**src/rtl/rbs_pkg.sv**
```systemverilog
// Shared constants, types and control structs for the RGB565 bit-plane slicer.
package rbs_pkg;

    // Group geometry: one pixel per screen, one RGB565 word per pixel.
    localparam int SCREEN_COUNT = 16;
    localparam int SCREEN_W     = $clog2(SCREEN_COUNT);
    localparam int WORD_W       = 16;
    localparam int PLANE_W      = $clog2(WORD_W);

    // Stream payload widths, padded to whole bytes.
    localparam int IN_TDATA_W   = 24;
    localparam int OUT_TDATA_W  = 24;
    localparam int OUT_PAD_W    = OUT_TDATA_W - WORD_W - PLANE_W;

    localparam logic [SCREEN_W-1:0] LAST_SCREEN = SCREEN_W'(SCREEN_COUNT - 1);
    localparam logic [PLANE_W-1:0]  LAST_PLANE  = PLANE_W'(WORD_W - 1);

    typedef logic [WORD_W-1:0] rgb565_t;

    // Write request into the plane buffer: one screen's packed word.
    typedef struct packed {
        logic                en;
        logic                bank;
        logic [SCREEN_W-1:0] screen;
        rgb565_t             word;
    } rbs_wr_t;

    // Read request from the plane buffer: one plane of the drained bank.
    typedef struct packed {
        logic               bank;
        logic [PLANE_W-1:0] plane;
    } rbs_rd_t;

endpackage

```
**src/rtl/rbs_pack.sv**
```systemverilog
// RGB888 to RGB565 packer.
module rbs_pack
    import rbs_pkg::*;
(
    input  logic [7:0] red,
    input  logic [7:0] green,
    input  logic [7:0] blue,
    output rgb565_t    word
);

    // Keep the top five red bits, top six green bits and top five blue bits.
    assign word = {red[7:3], green[7:2], blue[7:3]};

endmodule

```
**src/rtl/rbs_plane_buf.sv**
```systemverilog
// Double-buffered plane store that transposes screen words into bit planes on write.
module rbs_plane_buf
    import rbs_pkg::*;
(
    input  logic        aclk,
    input  rbs_wr_t     wr,
    input  rbs_rd_t     rd,
    output logic [SCREEN_COUNT-1:0] rd_word
);

    // Two banks of plane words; plane q holds bit 15-q of every screen.
    logic [SCREEN_COUNT-1:0] plane_mem [2][WORD_W];

    // Each written word scatters its bits into one column of all plane words.
    // Screen s lands in bit 15-s so that screen 0 ends up in the MSB.
    always_ff @(posedge aclk) begin
        if (wr.en) begin
            for (int q = 0; q < WORD_W; q++) begin
                plane_mem[wr.bank][q][LAST_SCREEN - wr.screen] <= wr.word[WORD_W-1-q];
            end
        end
    end

    // One plane word of the bank being drained.
    assign rd_word = plane_mem[rd.bank][rd.plane];

endmodule

```
**src/rtl/rgb565_bitplane_slicer_top.sv**
```systemverilog
// Top level of the RGB565 bit-plane slicer: stream handshakes and group control.
//
// Pixels arrive one per transaction in screen order 0 to 15 and are packed to
// RGB565. The sixteenth pixel of a group completes it, and the block then
// sends sixteen plane words, plane 0 (red MSB) first, with tlast on plane 15;
// plane word bit 15-s is screen s. A pixel is taken every cycle but for the
// stall below: the store has two banks, so one group fills while the
// previous one drains. The first plane word of a group is valid the cycle
// after its sixteenth pixel is taken. The input stalls only on the
// sixteenth pixel of a group while the other bank still holds planes not
// yet taken, which is decided by the single output register stage (plane
// counter and busy flag).
module rgb565_bitplane_slicer_top
    import rbs_pkg::*;
(
    input  logic                   aclk,
    input  logic                   aresetn,
    // Input pixel stream.
    input  logic                   s_axis_tvalid,
    output logic                   s_axis_tready,
    input  logic [IN_TDATA_W-1:0]  s_axis_tdata,   // red[7:0], green[15:8], blue[23:16]
    // Output plane stream.
    output logic                   m_axis_tvalid,
    input  logic                   m_axis_tready,
    output logic [OUT_TDATA_W-1:0] m_axis_tdata,   // plane_word[15:0], plane_index[19:16], zero
    output logic                   m_axis_tlast    // last_plane
);

    logic [SCREEN_W-1:0] screen_reg, screen_next;
    logic                fill_bank_reg, fill_bank_next;
    logic                busy_reg, busy_next;
    logic [PLANE_W-1:0]  plane_reg, plane_next;

    logic                    s_fire;
    logic                    m_fire;
    logic                    group_done;
    logic                    drain_end;
    rgb565_t                 pix_word;
    rbs_wr_t                 wr;
    rbs_rd_t                 rd;
    logic [SCREEN_COUNT-1:0] plane_word;

    // Handshake events.
    assign s_fire     = s_axis_tvalid && s_axis_tready;
    assign m_fire     = m_axis_tvalid && m_axis_tready;
    assign group_done = s_fire && (screen_reg == LAST_SCREEN);
    assign drain_end  = m_fire && (plane_reg == LAST_PLANE);

    // The closing pixel of a group needs the drain bank to be free.
    assign s_axis_tready = (screen_reg != LAST_SCREEN) || !busy_reg || drain_end;

    // Pixel packing.
    rbs_pack u_pack (
        .red   (s_axis_tdata[7:0]),
        .green (s_axis_tdata[15:8]),
        .blue  (s_axis_tdata[23:16]),
        .word  (pix_word)
    );

    // Plane buffer access.
    assign wr.en     = s_fire;
    assign wr.bank   = fill_bank_reg;
    assign wr.screen = screen_reg;
    assign wr.word   = pix_word;
    assign rd.bank   = !fill_bank_reg;
    assign rd.plane  = plane_reg;

    rbs_plane_buf u_buf (
        .aclk    (aclk),
        .wr      (wr),
        .rd      (rd),
        .rd_word (plane_word)
    );

    // Group and drain control.
    always_comb begin
        screen_next    = screen_reg;
        fill_bank_next = fill_bank_reg;
        busy_next      = busy_reg;
        plane_next     = plane_reg;
        if (s_fire) begin
            screen_next = screen_reg + 1'b1;
        end
        if (group_done) begin
            fill_bank_next = !fill_bank_reg;
            busy_next      = 1'b1;
            plane_next     = '0;
        end else if (drain_end) begin
            busy_next = 1'b0;
        end else if (m_fire) begin
            plane_next = plane_reg + 1'b1;
        end
    end

    always_ff @(posedge aclk) begin
        if (!aresetn) begin
            screen_reg    <= '0;
            fill_bank_reg <= 1'b0;
            busy_reg      <= 1'b0;
            plane_reg     <= '0;
        end else begin
            screen_reg    <= screen_next;
            fill_bank_reg <= fill_bank_next;
            busy_reg      <= busy_next;
            plane_reg     <= plane_next;
        end
    end

    // Output stream.
    assign m_axis_tvalid = busy_reg;
    assign m_axis_tdata  = {{OUT_PAD_W{1'b0}}, plane_reg, plane_word};
    assign m_axis_tlast  = (plane_reg == LAST_PLANE);

endmodule

```
**config.mk**
```make
export PLATFORM = sky130hd
export DESIGN_NAME = rgb565_bitplane_slicer_top
export DESIGN_NICKNAME = d
export VERILOG_FILES = /design/src/rtl/rbs_pkg.sv /design/src/rtl/rbs_pack.sv /design/src/rtl/rbs_plane_buf.sv /design/src/rtl/rgb565_bitplane_slicer_top.sv
export SDC_FILE = /design/constraint.sdc
export NUM_CORES = 1
export LEC_CHECK = 0
export BUFFER_PORTS_ARGS = -buffer_cell sky130_fd_sc_hd__buf_4
export CORE_ASPECT_RATIO = 0.75
export CORE_MARGIN = 8
export CORE_UTILIZATION = 60
export DETAILED_ROUTE_END_ITERATION = 8
export PLACE_DENSITY = 0.78
export SLEW_MARGIN = 20
export SYNTH_ARGS = -nofsm -noshare
export SYNTH_HDL_FRONTEND = slang
export SYNTH_SLANG_ARGS = --single-unit
```
**constraint.sdc**
```tcl
create_clock -name aclk -period 3.83 [get_ports aclk]
set_input_delay 0.5745 -clock aclk [delete_from_list [all_inputs] [get_ports aclk]]
set_output_delay 0.5745 -clock aclk [all_outputs]
set_load 0.02 [all_outputs]
```
==> flow_summary.ini <==
[run_status]
status = complete, no violations

[detailed_routing]
ant_nets = 0
wl_um = 41240
via_count = 9810
drtIter0Drc = 790
viasPerCell = 6.333
drt_first_pass_iters = 7
drc = 0
avgRoutedWirePerCell_um = 26.62

[sta]
fin_skew_ns = 0.01477
layout_setup_ws_ns = 0.2523
final_hold_viol_count = 0
period_needed_ns = 3.578
fin_crit_sh_pct = 93.41
worst_slew_pin_slew_ns = 0.8511
rsz0062_at_grt = no
slew_violations = 0
slew_headroom_pct = 43.26
fin_setup_tns_ns = 0
fmax_ghz = 0.2795
setup_viol = 0

[grt]
overflow = 0
antenna_found_initial = 0
grt_start_max_net_pins = 61
grtUsageTotal_pct = 20.40
grt_pass1_wl_um = 61800
grt_pass1_vias = 10110

[clock_network]
cts_num_sinks = 522
insertion_delay_ns = 0.56
ctsHtreeMaxLevel = 2
cts_made_buffers = 47
cts_setup_buffers = 0
cts-resized-gates = 0
tritoncts = done
clock_path_buffers = 3
cts.reportedPaths.clkPinSlew_ns = 0.06
holdBufCountCts = 0
clockRootBuffer = clkbuf_16

[worst_hold_path]
hold_class = in2reg

[floorplanning]
ios = 55
rows = 58
dieWidth_um = 228.1
start_util_pct = 60.63
dieArea_um2 = 39930
coreArea_um2 = 33380
fp.dieH_um = 175.1

[worst_setup_path]
worstPathRequired_ns = 3.26
startpoint_type = flip-flop
cp_data_arrival_time_ns = 3.00
worstPathMaxFanout = 45
path_class = reg2out
end_kind = output port

[flow_run]
maxCapViolations = 0

[pwr]
vdd_drop_max_mv = 0.4541
power_density_nw_per_um2 = 495.5
p_leak_uw = 0.007055
finalPower_uw = 11330

[finish]
nets = 1093
area_growth_pct = 12.99
post-route-util_pct = 68.51
largest_reg_flops = 512
layout-drive-gt1-share_pct = 26.87

[synth]
synthCells = 978
ys.flop_type = edfxtp_1
synth_cell_types = 41
yosysSeqAreaShare_pct = 76.95
yosys_warnings = 0
ys_seq_elements = 522
synth_edf_count = 512
syn_avg_cell_area_um2 = 20.70
async_flop_share_pct = 0
syn_area_um2 = 20240

[placed_design]
gp_congestion = 0.7199
port_buffers = 42
dp_hpwl_um = 22150
place_ws_ns = 0.7907
layout make-up:
type,count,area [um^2]
Multi-Input combinational cell,390,4325
Clock inverter,19,219.0
Tap cell,450,563.0
Antenna cell,1,2.502
Inverter,4,15.01
Timing Repair Buffer,95,763.2
Sequential cell,522,15580
Clock buffer,68,1398
Fill cell,2070,10510
cells in the final DEF (no fill, tap or decap), types with 5 or more instances in the layout:
master	n
clkinv_1	5
a21oi_1	17
mux2i_1	66
a22oi_1	30
bufinv_16	5
mux4_2	95
ha_1	5
mux2_2	16
clkbuf_1	9
clkbuf_16	49
nand3_1	6
edfxtp_1	512
nand2_1	29
buf_4	91
a211oi_1	16
o221ai_1	16
nor2_1	28
clkinv_2	7
o22ai_1	15
nor3_1	5
dfxtp_1	7
clkbuf_8	10
power breakdown:
group	total [uW]	switching [uW]	internal (uW)	leakage, uW
sequential	6310	10.0	6300	0.00470
combinational	177	151	25.3	0.00157
clock	4840	1970	2870	0.000793
total	11300	2140	9200	0.00706
cells by family (layout without fill, tap and decap cells):
group | count (synthesis) | after routing | share of synthesized area, %
AO/OA/AOI/OAI | 106 | 106 | 3.684
XOR/XNOR | 3 | 3 | 0.1298
adder cells (fa/ha/maj) | 5 | 5 | 0.3091
buffers and inverters | 69 | 186 | 1.966
flip-flops | 522 | 522 | 76.95
multiplexers | 177 | 177 | 14.72
other | 1 | 5 | 0.01853
AND/OR/NAND/NOR | 95 | 95 | 2.219
through the flow:
step	cell area [um^2]	hold slack, ns	std cells
floorplan	20250	0.4690	981
global placement	21250	0.4929	1461
detailed placement	21250	0.5295	1461
CTS	22870	0.3029	1548
global route	22870	0.3027	1548
finish	22870	0.3286	1549
critical path: stages (launching register included):
cell and delay (ns):
dfxtp_4 0.90, buf_4 0.34, mux4_2 0.53, a211oi_1 0.27, a22oi_1 0.18, buf_4 0.19
cells in the mapped netlist (2+ instances only):
| cell | instances | area [um^2] |
|---|---|---|
| a211oi_1 | 16 | 120.1 |
| a21oi_1 | 17 | 85.08 |
| a22oi_1 | 30 | 225.2 |
| a31oi_1 | 2 | 12.51 |
| and2_1 | 4 | 25.02 |
| buf_2 | 24 | 120.1 |
| buf_4 | 19 | 142.6 |
| buf_6 | 5 | 56.30 |
| clkbuf_1 | 17 | 63.81 |
| dfxtp_1 | 10 | 200.2 |
| edfxtp_1 | 512 | 15370 |
| ha_1 | 5 | 62.56 |
| inv_1 | 4 | 15.01 |
| mux2_2 | 16 | 180.2 |
| mux2i_1 | 66 | 660.6 |
| mux4_2 | 95 | 2140 |
| nand2_1 | 29 | 108.9 |
| nand3_1 | 6 | 30.03 |
| nand3b_1 | 3 | 22.52 |
| nor2_1 | 30 | 112.6 |
| nor2b_1 | 2 | 12.51 |
| nor3_1 | 9 | 45.04 |
| nor4_1 | 2 | 12.51 |
| nor4b_1 | 2 | 17.52 |
| o21a_1 | 2 | 15.01 |
| o21ai_0 | 4 | 20.02 |
| o221ai_1 | 16 | 140.1 |
| o22ai_1 | 15 | 93.84 |
| or3b_2 | 2 | 17.52 |
| xnor2_1 | 3 | 26.28 |
routing by layer:
layer / routed length, um / global-route usage (%) / vias up
met3: 2731 / 3.403 / 67
li1: - / - / 4216
met2: 19920 / 32.68 / 353
met5: 0 / 0 / -
met4: 935 / 6.085 / 0
met1: 17660 / 29.00 / 5174
path summary, 6_finish.rpt:
check | start | endpoint | slack [ns] | cells past startpoint
max | fill_bank_reg | m_axis_tdata[15] | 0.25 | 5
min | aresetn | fill_bank_reg | 0.33 | 2
max reg2reg | plane_reg[1] | u_buf.plane_mem[1][6] | 0.79 | 6
min reg2reg | screen_reg[1] | screen_reg[1] | 0.54 | 2
No activity file was read; power rests on OpenSTA's default activity.
